--- config.mk ---
export PLATFORM = sky130hd
export DESIGN_NAME = rmst_eng_flat
export DESIGN_NICKNAME = d
export VERILOG_FILES = /design/src/rtl/rmst_pkg.sv /design/src/rtl/rmst_if.sv /design/src/rtl/rmst_eng.sv /design/src/flat_wrapper.sv
export SDC_FILE = /design/constraint.sdc
export NUM_CORES = 1
export LEC_CHECK = 0
export BUFFER_PORTS_ARGS = -buffer_cell sky130_fd_sc_hd__buf_4
export CAP_MARGIN = 20
export CORE_MARGIN = 1.5
export CORE_UTILIZATION = 50
export DETAILED_ROUTE_END_ITERATION = 10
export GPL_TIMING_DRIVEN = 1
export PLACE_DENSITY_LB_ADDON = 0.3
export SKIP_CTS_REPAIR_TIMING = 1
export SLEW_MARGIN = 20
export SYNTH_ARGS = -nofsm -noshare
export SYNTH_HDL_FRONTEND = slang
export SYNTH_SLANG_ARGS = --single-unit
export TNS_END_PERCENT = 100
--- constraint.sdc ---
create_clock -name i_clk -period 6.5 [get_ports i_clk]
set_input_delay 1.3 -clock i_clk [delete_from_list [all_inputs] [get_ports i_clk]]
set_output_delay 1.3 -clock i_clk [all_outputs]
set_load 0.01 [all_outputs]
--- src/rtl/rmst_pkg.sv ---
// ----------------------------------------------------------------------------
// rmst_pkg: shared definitions for the range-minimum segment tree
// Field widths, command codes, the empty-leaf value, controller states and
// the status bundle passed from the controller to the top level.
// ----------------------------------------------------------------------------
package rmst_pkg;

    // Default tree size; leaf count must be a power of two
    localparam int LEAVES_DEF = 1024;
    localparam int ADDR_W_DEF = $clog2(2 * LEAVES_DEF);

    // Fixed field widths
    localparam int CMD_W = 2;
    localparam int POS_W = 11;
    localparam int VAL_W = 30;

    // Value that marks an empty leaf
    localparam logic [VAL_W-1:0] EMPTY_VALUE = 30'd1000000000;

    // Reset value of the leaves-in-use register
    localparam logic [POS_W-1:0] LEAVES_IN_USE_RST = 11'd1024;

    // Command codes
    localparam logic [CMD_W-1:0] CMD_WRITE = 2'd0;
    localparam logic [CMD_W-1:0] CMD_QUERY = 2'd1;
    localparam logic [CMD_W-1:0] CMD_CLEAR = 2'd2;

    // Controller states
    typedef enum logic [2:0] {
        ST_INIT,    // clearing sweep after reset
        ST_IDLE,    // waiting for a command
        ST_UPD,     // walking from a leaf up to the root
        ST_QRY,     // range walk, two reads per level
        ST_WIPE,    // clearing sweep for a clear command
        ST_DONE     // result waits for the output register
    } t_state;

    // Controller status seen by the top level
    typedef struct packed {
        logic sweeping;
        logic updating;
    } t_rmst_stat;

endpackage

--- src/rtl/rmst_if.sv ---
// ----------------------------------------------------------------------------
// rmst_if: channel interfaces for the range-minimum segment tree
// Command channel, result channel and configuration write channel, each a
// valid/ready handshake with a source and a sink modport.
// ----------------------------------------------------------------------------
interface rmst_cmd_if;
    import rmst_pkg::*;

    logic             valid;
    logic             ready;
    logic [CMD_W-1:0] command;
    logic [POS_W-1:0] position;
    logic [VAL_W-1:0] new_value;
    logic [POS_W-1:0] range_start;
    logic [POS_W-1:0] range_end;

    modport source (
        output valid, command, position, new_value, range_start, range_end,
        input  ready
    );
    modport sink (
        input  valid, command, position, new_value, range_start, range_end,
        output ready
    );
endinterface

interface rmst_res_if;
    import rmst_pkg::*;

    logic             valid;
    logic             ready;
    logic [VAL_W-1:0] min_value;
    logic             range_error;

    modport source (
        output valid, min_value, range_error,
        input  ready
    );
    modport sink (
        input  valid, min_value, range_error,
        output ready
    );
endinterface

interface rmst_cfg_if;
    import rmst_pkg::*;

    logic             valid;
    logic             ready;
    logic [POS_W-1:0] leaves_in_use;

    modport source (
        output valid, leaves_in_use,
        input  ready
    );
    modport sink (
        input  valid, leaves_in_use,
        output ready
    );
endinterface

--- src/rtl/rmst_eng.sv ---
// ----------------------------------------------------------------------------
// rmst_eng: command sequencer of the segment tree
// Decodes commands, walks the tree through the node memory (leaf-to-root
// update, two-sided range walk, clearing sweep) and holds the result register.
// ----------------------------------------------------------------------------
module rmst_eng #(
    parameter  int LEAVES = rmst_pkg::LEAVES_DEF,
    localparam int AW     = $clog2(2 * LEAVES)
) (
    input  logic                       i_clk,
    input  logic                       i_rst_n,
    rmst_cfg_if.sink                   i_cfg,
    rmst_cmd_if.sink                   i_cmd,
    rmst_res_if.source                 o_res,
    output logic                       o_wr_en,
    output logic [AW-1:0]              o_wr_addr,
    output logic [rmst_pkg::VAL_W-1:0] o_wr_data,
    output logic [AW-1:0]              o_rd_addr_a,
    output logic [AW-1:0]              o_rd_addr_b,
    input  logic [rmst_pkg::VAL_W-1:0] i_rd_data_a,
    input  logic [rmst_pkg::VAL_W-1:0] i_rd_data_b,
    output rmst_pkg::t_rmst_stat       o_stat
);
    import rmst_pkg::*;

    localparam int AW1 = AW + 1;
    localparam int CW  = (AW > POS_W) ? AW : POS_W;

    // Control state
    t_state           r_state, n_state;
    logic [AW-1:0]    r_cnt, n_cnt;
    logic             r_en_a, n_en_a;
    logic             r_en_b, n_en_b;
    logic             r_out_valid;
    logic [POS_W-1:0] r_leaves;

    // Datapath registers
    logic [AW-1:0]    r_k, n_k;
    logic [VAL_W-1:0] r_cur, n_cur;
    logic [VAL_W-1:0] r_res, n_res;
    logic             r_err, n_err;
    logic [AW1-1:0]   r_a, n_a;
    logic [AW1-1:0]   r_b, n_b;
    logic [VAL_W-1:0] r_out_min;
    logic             r_out_err;

    // Decode helpers
    logic             cmd_acc;
    logic             out_load;
    logic [CW-1:0]    used;
    logic [CW-1:0]    pos_c, rs_c, re_c;
    logic             pos_bad, qry_bad;
    logic [VAL_W-1:0] new_val;
    logic [AW-1:0]    leaf;
    logic [AW-1:0]    parent;
    logic [VAL_W-1:0] upd_min;
    logic [VAL_W-1:0] fold_a, fold_ab;
    logic [AW1-1:0]   qa, qb, wb;

    // Handshakes
    assign i_cfg.ready = 1'b1;
    assign i_cmd.ready = (r_state == ST_IDLE);
    assign cmd_acc     = i_cmd.valid && i_cmd.ready;
    assign out_load    = (r_state == ST_DONE) && (!r_out_valid || o_res.ready);

    assign o_res.valid       = r_out_valid;
    assign o_res.min_value   = r_out_min;
    assign o_res.range_error = r_out_err;

    assign o_stat.sweeping = (r_state == ST_INIT) || (r_state == ST_WIPE);
    assign o_stat.updating = (r_state == ST_UPD);

    // Range checks against the leaves in use
    always_comb begin
        used    = (CW'(r_leaves) > CW'(LEAVES)) ? CW'(LEAVES) : CW'(r_leaves);
        pos_c   = CW'(i_cmd.position);
        rs_c    = CW'(i_cmd.range_start);
        re_c    = CW'(i_cmd.range_end);
        pos_bad = (pos_c == '0) || (pos_c > used);
        qry_bad = (rs_c == '0) || (re_c > used) || (rs_c > re_c);
        new_val = (i_cmd.new_value > EMPTY_VALUE) ? EMPTY_VALUE : i_cmd.new_value;
        leaf    = AW'(LEAVES) + AW'(pos_c) - AW'(1);
        qa      = AW1'(LEAVES) + AW1'(rs_c) - AW1'(1);
        qb      = AW1'(LEAVES) + AW1'(re_c);
        wb      = AW1'(LEAVES) + AW1'(used);
    end

    // Tree walk arithmetic
    always_comb begin
        parent  = r_k >> 1;
        upd_min = (i_rd_data_a < r_cur) ? i_rd_data_a : r_cur;
        fold_a  = (r_en_a && (i_rd_data_a < r_res)) ? i_rd_data_a : r_res;
        fold_ab = (r_en_b && (i_rd_data_b < fold_a)) ? i_rd_data_b : fold_a;
    end

    // Next state and memory port control
    always_comb begin
        n_state     = r_state;
        n_cnt       = r_cnt;
        n_en_a      = r_en_a;
        n_en_b      = r_en_b;
        n_k         = r_k;
        n_cur       = r_cur;
        n_res       = r_res;
        n_err       = r_err;
        n_a         = r_a;
        n_b         = r_b;
        o_wr_en     = 1'b0;
        o_wr_addr   = r_cnt;
        o_wr_data   = EMPTY_VALUE;
        o_rd_addr_a = {r_k[AW-1:1], ~r_k[0]};
        o_rd_addr_b = {r_k[AW-1:1], ~r_k[0]};

        case (r_state)
            ST_INIT, ST_WIPE: begin
                o_wr_en = 1'b1;
                n_cnt   = r_cnt + AW'(1);
                if (&r_cnt) begin
                    n_res   = EMPTY_VALUE;
                    n_err   = 1'b0;
                    n_state = (r_state == ST_WIPE) ? ST_DONE : ST_IDLE;
                end
            end
            ST_IDLE: begin
                if (cmd_acc) begin
                    n_res   = EMPTY_VALUE;
                    n_err   = 1'b0;
                    n_state = ST_DONE;
                    case (i_cmd.command)
                        CMD_WRITE: begin
                            if (pos_bad) begin
                                n_err = 1'b1;
                            end else begin
                                // store the leaf, fetch its sibling
                                o_wr_en     = 1'b1;
                                o_wr_addr   = leaf;
                                o_wr_data   = new_val;
                                o_rd_addr_a = {leaf[AW-1:1], ~leaf[0]};
                                o_rd_addr_b = {leaf[AW-1:1], ~leaf[0]};
                                n_k         = leaf;
                                n_cur       = new_val;
                                n_state     = ST_UPD;
                            end
                        end
                        CMD_QUERY: begin
                            if (qry_bad) begin
                                n_err = 1'b1;
                            end else begin
                                n_a     = qa;
                                n_b     = qb;
                                n_en_a  = 1'b0;
                                n_en_b  = 1'b0;
                                n_state = ST_QRY;
                            end
                        end
                        CMD_CLEAR: begin
                            n_cnt   = '0;
                            n_state = ST_WIPE;
                        end
                        default: begin
                        end
                    endcase
                end
            end
            ST_UPD: begin
                // parent = min(current, sibling); fetch parent's sibling
                o_wr_en     = 1'b1;
                o_wr_addr   = parent;
                o_wr_data   = upd_min;
                o_rd_addr_a = {parent[AW-1:1], ~parent[0]};
                o_rd_addr_b = {parent[AW-1:1], ~parent[0]};
                n_k         = parent;
                n_cur       = upd_min;
                if (parent == AW'(1)) begin
                    // root written: report minimum over all leaves in use
                    n_a     = AW1'(LEAVES);
                    n_b     = wb;
                    n_en_a  = 1'b0;
                    n_en_b  = 1'b0;
                    n_res   = EMPTY_VALUE;
                    n_state = ST_QRY;
                end
            end
            ST_QRY: begin
                // fold last cycle's reads, issue this level's reads
                n_res = fold_ab;
                if (r_a < r_b) begin
                    o_rd_addr_a = r_a[AW-1:0];
                    o_rd_addr_b = AW'(r_b - AW1'(1));
                    n_en_a      = r_a[0];
                    n_en_b      = r_b[0];
                    n_a         = (r_a + AW1'(r_a[0])) >> 1;
                    n_b         = (r_b - AW1'(r_b[0])) >> 1;
                end else begin
                    n_en_a  = 1'b0;
                    n_en_b  = 1'b0;
                    n_state = ST_DONE;
                end
            end
            ST_DONE: begin
                if (out_load) begin
                    n_state = ST_IDLE;
                end
            end
            default: begin
                n_state = ST_IDLE;
            end
        endcase
    end

    // Control registers
    always_ff @(posedge i_clk) begin
        if (!i_rst_n) begin
            r_state     <= ST_INIT;
            r_cnt       <= '0;
            r_en_a      <= 1'b0;
            r_en_b      <= 1'b0;
            r_out_valid <= 1'b0;
            r_leaves    <= LEAVES_IN_USE_RST;
        end else begin
            r_state <= n_state;
            r_cnt   <= n_cnt;
            r_en_a  <= n_en_a;
            r_en_b  <= n_en_b;
            if (out_load) begin
                r_out_valid <= 1'b1;
            end else if (o_res.ready) begin
                r_out_valid <= 1'b0;
            end
            if (i_cfg.valid && i_cfg.ready) begin
                r_leaves <= i_cfg.leaves_in_use;
            end
        end
    end

    // Datapath registers
    always_ff @(posedge i_clk) begin
        r_k   <= n_k;
        r_cur <= n_cur;
        r_res <= n_res;
        r_err <= n_err;
        r_a   <= n_a;
        r_b   <= n_b;
        if (out_load) begin
            r_out_min <= r_res;
            r_out_err <= r_err;
        end
    end

endmodule

--- src/flat_wrapper.sv ---
// flat-port wrapper written by rule: the top's interface ports become plain ports
module rmst_eng_flat import rmst_pkg::*;
#(
    parameter  int LEAVES = rmst_pkg::LEAVES_DEF,
    localparam int AW     = $clog2(2 * LEAVES)
)
  (i_clk, i_rst_n, o_wr_en, o_wr_addr, o_wr_data, o_rd_addr_a, o_rd_addr_b, i_rd_data_a, i_rd_data_b, o_stat, i_cfg_valid, i_cfg_leaves_in_use, i_cfg_ready, i_cmd_valid, i_cmd_command, i_cmd_position, i_cmd_new_value, i_cmd_range_start, i_cmd_range_end, i_cmd_ready, o_res_valid, o_res_min_value, o_res_range_error, o_res_ready);
  rmst_cfg_if i_cfg_i ();
  rmst_cmd_if i_cmd_i ();
  rmst_res_if o_res_i ();
  input  logic i_clk;
  input  logic i_rst_n;
  output logic o_wr_en;
  output logic [AW-1:0] o_wr_addr;
  output logic [rmst_pkg::VAL_W-1:0] o_wr_data;
  output logic [AW-1:0] o_rd_addr_a;
  output logic [AW-1:0] o_rd_addr_b;
  input  logic [rmst_pkg::VAL_W-1:0] i_rd_data_a;
  input  logic [rmst_pkg::VAL_W-1:0] i_rd_data_b;
  output rmst_pkg::t_rmst_stat o_stat;
  input wire logic [$bits(i_cfg_i.valid)-1:0] i_cfg_valid;
  input wire logic [$bits(i_cfg_i.leaves_in_use)-1:0] i_cfg_leaves_in_use;
  output wire logic [$bits(i_cfg_i.ready)-1:0] i_cfg_ready;
  input wire logic [$bits(i_cmd_i.valid)-1:0] i_cmd_valid;
  input wire logic [$bits(i_cmd_i.command)-1:0] i_cmd_command;
  input wire logic [$bits(i_cmd_i.position)-1:0] i_cmd_position;
  input wire logic [$bits(i_cmd_i.new_value)-1:0] i_cmd_new_value;
  input wire logic [$bits(i_cmd_i.range_start)-1:0] i_cmd_range_start;
  input wire logic [$bits(i_cmd_i.range_end)-1:0] i_cmd_range_end;
  output wire logic [$bits(i_cmd_i.ready)-1:0] i_cmd_ready;
  output wire logic [$bits(o_res_i.valid)-1:0] o_res_valid;
  output wire logic [$bits(o_res_i.min_value)-1:0] o_res_min_value;
  output wire logic [$bits(o_res_i.range_error)-1:0] o_res_range_error;
  input wire logic [$bits(o_res_i.ready)-1:0] o_res_ready;
  assign i_cfg_i.valid = i_cfg_valid;
  assign i_cfg_i.leaves_in_use = i_cfg_leaves_in_use;
  assign i_cfg_ready = i_cfg_i.ready;
  assign i_cmd_i.valid = i_cmd_valid;
  assign i_cmd_i.command = i_cmd_command;
  assign i_cmd_i.position = i_cmd_position;
  assign i_cmd_i.new_value = i_cmd_new_value;
  assign i_cmd_i.range_start = i_cmd_range_start;
  assign i_cmd_i.range_end = i_cmd_range_end;
  assign i_cmd_ready = i_cmd_i.ready;
  assign o_res_valid = o_res_i.valid;
  assign o_res_min_value = o_res_i.min_value;
  assign o_res_range_error = o_res_i.range_error;
  assign o_res_i.ready = o_res_ready;
  rmst_eng #(.LEAVES(LEAVES)) u_core (.i_clk(i_clk), .i_rst_n(i_rst_n), .i_cfg(i_cfg_i), .i_cmd(i_cmd_i), .o_res(o_res_i), .o_wr_en(o_wr_en), .o_wr_addr(o_wr_addr), .o_wr_data(o_wr_data), .o_rd_addr_a(o_rd_addr_a), .o_rd_addr_b(o_rd_addr_b), .i_rd_data_a(i_rd_data_a), .i_rd_data_b(i_rd_data_b), .o_stat(o_stat));
endmodule
==> results.toml, run 1 <==
[outcome]
status = "complete, no violations"

[cts]
clock_sinks = 155
tritoncts = "done"
cts_root_buf = "clkbuf_16"
clk_latency_ns = 0.44
clock_path_buffers = 2
path_clk_slew_ns = 0.07
htree_levels = 4
cts_inserted_buffers = 17

[global_routing]
grt_start_max_net_pins = 52
grt_pass1_wl_mm = 58.0
grt_pass1_vias = 10800
antenna_found_initial = 0
gr-total-overflow = 0
track_usage_pct = 29.3

[synthesis]
syn_inst = 1306
syn_avg_cell_area_sq_um = 9.29
ys_ff_latch = 155
synth-seq-area-share_pct = 36.1
synth_edf_count = 127
netlist.area_leader.share_pct = 31.4
synth_area_sq_um = 12100
yosys-top-cells-area = "edfxtp_1, ha_1, dfxtp_1"
async_flop_share_pct = 0
yosysUniqueCellTypes = 80
synth_top_area_cell = "edfxtp_1"
synth-main-ff-cell = "edfxtp_1"
syn-num-nets = 1583
ys_warn_count = 0

[placed_design]
place_ws_ns = 0.0199
placed_cell_area_sq_um = 14200
place_congestion = 0.985
dp.cells = 1822
dp_hpwl_mm = 29.1
portBuffers = 239

[finish]
utilization_pct = 62.6
diodes = 0
drive_above_1_share_pct = 23.6
num-nets-final = 1801
fin_cells = 1856
area_growth_pct = 21.9
fin_area_sq_um = 14800

[setup_path]
crit_path_cell_trace = "buf_4 -> ha_1 -> nand4_1 -> or2_1 -> a21oi_1 -> a2111oi_1 -> o211a_1 -> buf_4 -> buf_4 -> nor2_1 -> a21oi_1 -> ha_1 -> a21o_1 -> a21o_1 -> a2111oi_2 -> nand2_1 -> nor3_1 -> mux2i_4 -> and2_4 -> o21a_1"
cp_common_cell = "buf_4"
cp_slowest_cell = "a2111oi_2"
path_depth = 20
end_kind = "flop"
r2r_cells = 20
rr_endpoint = "u_core.r_res[0]$_SDFFCE_PN0P_"
slowest_delay_ns = 0.57
r2r_slack_ns = 0.84
start_kind = "primary input"
r2r_start = "u_core.r_res[28]$_SDFFCE_PN1P_"
cp_max_fo = 30
crit_type = "primary input to flop"
critPathLaunch = "i_rd_data_a[28]"
cp_top_family = "compound AO/OA/AOI/OAI gates"
required_ns = 6.69
endpoint = "u_core.r_res[0]$_SDFFCE_PN0P_"
cp_data_arrival_time_ns = 6.37
crit_buf_inv = 3

[timing]
whs_ns = 0.420
fin_skew_ns = 0.0156
slew_headroom_pct = 31.2
post-route-min-period_ns = 6.17
hold_viol_final = 0
final.setup.tns_ns = 0
setup_ws_ns = 0.327
tightestPinTransition_ns = 1.03
maxSlewViolCount = 0
fmax_mhz = 162
min_period_over_period_pct = 95.0
rsz0062_at_grt = "no"
setup_viol = 0

[detailed_routing]
wl_per_cell_um = 20.2
drcViolationCount = 0
vias = 11100
drt-total-wl_mm = 37.4
firstDrtPassIters = 6
drtIter0Drc = 1030
ant_nets = 0
vias_per_cell = 5.98

[power]
power_density_nw_per_um2 = 163
total_power_mw = 2.41
vdd.ir_drop.worst_uv = 158
p_leak_nw = 6.54

[floorplan]
core_sq_um = 23600
die_h_um = 159
ios = 241
core.rowCount = 56
initial_core_util_pct = 51.4
die_w_um = 159
die-area_sq_um = 25200

[run]
cap_violations = 0

[worst_hold_path]
hp-class = "flop to flop"
[cells in the mapped netlist, drive strengths merged, types with 26 or more instances]
cell and count:
nand2 138, ha 136, edfxtp 127, nor2 110
a21oi 105, inv 102, o21ai 75, a211oi 49
mux2i 43, buf 36, dfxtp 28, nor2b 26
[report_power, final]
| part | total, mW | internal (mW) | switching (mW) |
|---|---|---|---|
| Sequential | 1.08 | 1.07 | 0.00409 |
| Combinational | 0.307 | 0.145 | 0.162 |
| Clock | 1.03 | 0.572 | 0.458 |
[routing by layer]
layer  vias up  GRT usage [%]  part of all wire [%]
li1       5250              -                     -
met3        86           5.28                   7.9
met5         -              0                     0
met1      5220           36.3                    40
met2       534           50.5                    48
met4         0           11.3                   3.6
[state kept, by name, indices dropped and copies added, names as in the netlist, 3 cells and up]
signal and cells:
u_core.o_res.min_value 30, u_core.r_cur 30, u_core.r_res 30, u_core.r_a 12
u_core.r_b 12, u_core.r_cnt 11, u_core.r_k 11, u_core.r_leaves 11
u_core.r_state 3
[cells in the final DEF (no fill, tap or decap), types with 5 or more instances in the layout]
master | netlist | routed
a211oi_1 | 22 | 22
a211oi_2 | 26 | 26
a21boi_2 | 8 | 8
a21o_1 | 21 | 21
a21oi_1 | 104 | 102
a22oi_2 | 9 | 9
a2bb2oi_1 | 20 | 20
a31oi_1 | 21 | 21
and2_1 | 6 | 6
and3_1 | 5 | 5
buf_4 | 4 | 255
clkbuf_16 | 0 | 17
dfxtp_1 | 28 | 28
edfxtp_1 | 127 | 127
ha_1 | 136 | 136
inv_1 | 102 | 101
inv_6 | 0 | 6
mux2i_1 | 42 | 42
nand2_1 | 136 | 135
nand2b_1 | 12 | 11
nand3_1 | 23 | 23
nand4_1 | 23 | 23
nor2_1 | 109 | 108
nor2b_1 | 26 | 26
nor3_1 | 15 | 15
nor4_1 | 11 | 11
o211ai_1 | 8 | 8
o21a_1 | 6 | 6
o21ai_0 | 30 | 30
o21ai_1 | 43 | 43
o22ai_1 | 10 | 10
or3_1 | 7 | 7
xnor2_1 | 22 | 22
xor2_1 | 16 | 16
[cell families after synthesis]
group                      after synthesis  synth area share (%)
DFF                                    155                  36.1
and+or+nand+nor                        402                  15.9
other                                    1                0.0309
xor gates and xnor gates                38                  2.74
AOI/OAI and AO/OA                      371                  21.8
buffers and inverters                  160                  5.93
muxes                                   43                  3.58
adders and majority gates              136                  14.0
[area by class of cell]
| cell class | count | area [sq um] |
|---|---|---|
| Clock buffer | 17 | 425 |
| Timing Repair Buffer | 256 | 1940 |
| Clock inverter | 15 | 161 |
| Multi-Input combinational cell | 992 | 7110 |
| Fill cell | 2013 | 8820 |
| Inverter | 102 | 383 |
| Tap cell | 319 | 399 |
| Sequential cell | 155 | 4370 |
[worst min path at each step]
stage / cells after the start / endpoint / slack, ns / start
after global routing: 0 / u_core.o_res.range_error$_DFFE_PP_ / 0.43 / u_core.r_err$_SDFFCE_PN0P_
after CTS: 0 / u_core.o_res.range_error$_DFFE_PP_ / 0.42 / u_core.r_err$_SDFFCE_PN0P_
final: 0 / u_core.o_res.range_error$_DFFE_PP_ / 0.42 / u_core.r_err$_SDFFCE_PN0P_
after detailed placement: 0 / u_core.o_res.range_error$_DFFE_PP_ / 0.41 / u_core.r_err$_SDFFCE_PN0P_
after global placement: 0 / u_core.o_res.range_error$_DFFE_PP_ / 0.40 / u_core.r_err$_SDFFCE_PN0P_
after floorplan: 0 / u_core.o_res.range_error$_DFFE_PP_ / 0.40 / u_core.r_err$_SDFFCE_PN0P_
Power figures use the tool's default switching activity.
==> inputs of run 2 (changes only) <==
BUFFER_PORTS_ARGS = not set   (was -buffer_cell sky130_fd_sc_hd__buf_4)
DONT_BUFFER_PORTS = 1   (was not set)
==> run 2 against run 1 <==
First-iteration DRC count increased by 2.5%. Design area down 12%. Critical endpoint unchanged. Final cell count down 13%. Count of clock-buffer cells in the layout unchanged. Worst hold slack improved by 0.016 ns. Register-to-register slack worse by 0.07 ns. Core utilization shrank 7.5 points. Via count shrank 8.9%. Die area unchanged. Sequential power is essentially flat. Clock power rose by 6%. Highest routed layer unchanged. Combinational power decreased by 36%.
==> results.toml, run 2 (synthesis results as in run 1) <==
[outcome]
status = "complete, no violations"

[setup_path]
r2r_slack_ns = 0.77
critPathLaunch = "i_rd_data_a[28]"
cp_slowest_cell = "a2111oi_0"
endpoint = "u_core.r_res[0]$_SDFFCE_PN0P_"
start_kind = "primary input"
r2r_cells = 20
cp_data_arrival_time_ns = 6.29
slowest_delay_ns = 0.57
r2r_start = "u_core.r_res[25]$_SDFFCE_PN1P_"
rr_endpoint = "u_core.r_res[0]$_SDFFCE_PN0P_"
cp_max_fo = 30
crit_path_cell_trace = "ha_1 -> nand4_1 -> or2_1 -> a21oi_1 -> a2111oi_0 -> o211a_2 -> buf_4 -> buf_4 -> nor2_1 -> a21oi_1 -> ha_1 -> a21o_1 -> a21o_1 -> a2111oi_2 -> nand2_1 -> nor3_2 -> mux2i_4 -> and2_4 -> o21a_1"
end_kind = "flop"
crit_type = "primary input to flop"
required_ns = 6.69

[finish]
diodes = 0
mostFrequentLayoutCell = "ha_1"
nFillCells = 2113
drive_above_1_share_pct = 9.65
num-nets-final = 1560
area_growth_pct = 7.26
mostFrequentLayoutCells = "ha_1, nand2_1, edfxtp_1"

[timing]
min_period_over_period_pct = 93.8
slew_headroom_pct = 22.5
maxSlewViolCount = 0
hold_viol_final = 0
rsz0062_at_grt = "no"
fmax_mhz = 164
post-route-min-period_ns = 6.10
final.setup.tns_ns = 0
tightestPinTransition_ns = 1.16
setup_viol = 0
whs_ns = 0.436
fin_skew_ns = 0.0120

[cts]
clock_sinks = 155
cts_inserted_buffers = 17
tritoncts = "done"
path_clk_slew_ns = 0.07
clk_latency_ns = 0.44
htree_levels = 4
cts_root_buf = "clkbuf_16"
clock_path_buffers = 2

[floorplan]
core_sq_um = 23600
initial_core_util_pct = 51.4
die_w_um = 159
die-area_sq_um = 25200
die_h_um = 159
ios = 241
core.rowCount = 56

[power]
p_int_mw = 1.78
share_comb_of_total_power_pct = 8.3
pwr-share-clk_pct = 46.1
pwr-share-seq_pct = 45.6
vdd.ir_drop.worst_uv = 156
power_density_nw_per_um2 = 181
switching_power_mw = 0.579
switching_share_pct = 24.5
p_leak_nw = 5.37

[placed_design]
dp_hpwl_mm = 28.3
portBuffers = 0
place_congestion = 0.934

[detailed_routing]
wl_per_cell_um = 22.4
firstDrtPassIters = 8
drcViolationCount = 0
ant_nets = 0
vias_per_cell = 6.26
drtIter0Drc = 1056
drt-total-wl_mm = 36.3
vias = 10100

[worst_hold_path]
hp-class = "flop to flop"
hp-start = "u_core.r_err$_SDFFCE_PN0P_"

[global_routing]
track_usage_pct = 28.2
antenna_found_initial = 0
grt_pass1_vias = 9649
grt_start_max_net_pins = 52
grt_pass1_wl_mm = 55.1
gr-total-overflow = 0

[run]
cap_violations = 0
[run 2: changes by cell type in the layout (fill, tap and decap cells not counted), moves of 2 or more]
cell        change
buf_4         -240
clkinvlp_4      -2
inv_8           +2
nor3_1          -2
nor3_2          +2
[run 2: power by group through the flow]
stage | clock [mW] | combinational [mW] | sequential [mW]
floorplan | 0 | 0.156 | 1.10
global placement | 0 | 0.188 | 1.10
detailed placement | 0 | 0.193 | 1.10
CTS | 1.09 | 0.194 | 1.08
global route | 1.14 | 0.221 | 1.08
finish | 1.09 | 0.196 | 1.08
[run 2: layout make-up]
type	count	area [sq um]	area share [%]
tap	319	399	3.07
clock buffer	17	425	3.27
inverter	102	383	2.94
multi-input combinational	992	7110	54.7
timing repair buffer	15	113	0.865
clock inverter	15	203	1.56
sequential	155	4370	33.6
[run 2: worst min-delay path by stage]
stage,to,slack (ns),cells past startpoint
floorplan,u_core.o_res.range_error$_DFFE_PP_,0.40,0
global placement,u_core.o_res.range_error$_DFFE_PP_,0.41,0
detailed placement,u_core.o_res.range_error$_DFFE_PP_,0.42,0
CTS,u_core.o_res.range_error$_DFFE_PP_,0.43,0
global route,u_core.o_res.range_error$_DFFE_PP_,0.45,0
finish,u_core.o_res.range_error$_DFFE_PP_,0.44,0
[run 2: layer usage]
layer	part of all wire (%)	wire length, um	vias up	GRT usage (%)
met5	0	0	-	0
met4	3.4	1250	0	10.3
met3	10	3620	69	9.93
met2	48	17400	478	47.4
met1	39	14000	4781	33.0
li1	-	-	4777	-
[run 2: through the flow]
stage	cell area, sq um	std cells	setup slack [ns]	power, mW	utilization [%]
5_1_grt	13000	1615	0.135	2.44	55.1
3_5_place_dp	12400	1582	0.0546	1.29	52.3
4_1_cts	13000	1614	0.465	2.36	55.0
2_1_floorplan	12100	1306	1.44	1.25	-
6_report	13000	1615	0.403	2.36	55.1
3_3_place_gp	12400	1582	0.0870	1.29	52.3
[run 2: critical path, delay by kind of cell]
family | cells | cell delay, ns
buffers and inverters | 2 | 0.57
and+or+nand+nor | 6 | 1.26
muxes | 1 | 0.27
AOI/OAI and AO/OA | 8 | 2.27
adders and majority gates | 2 | 0.60
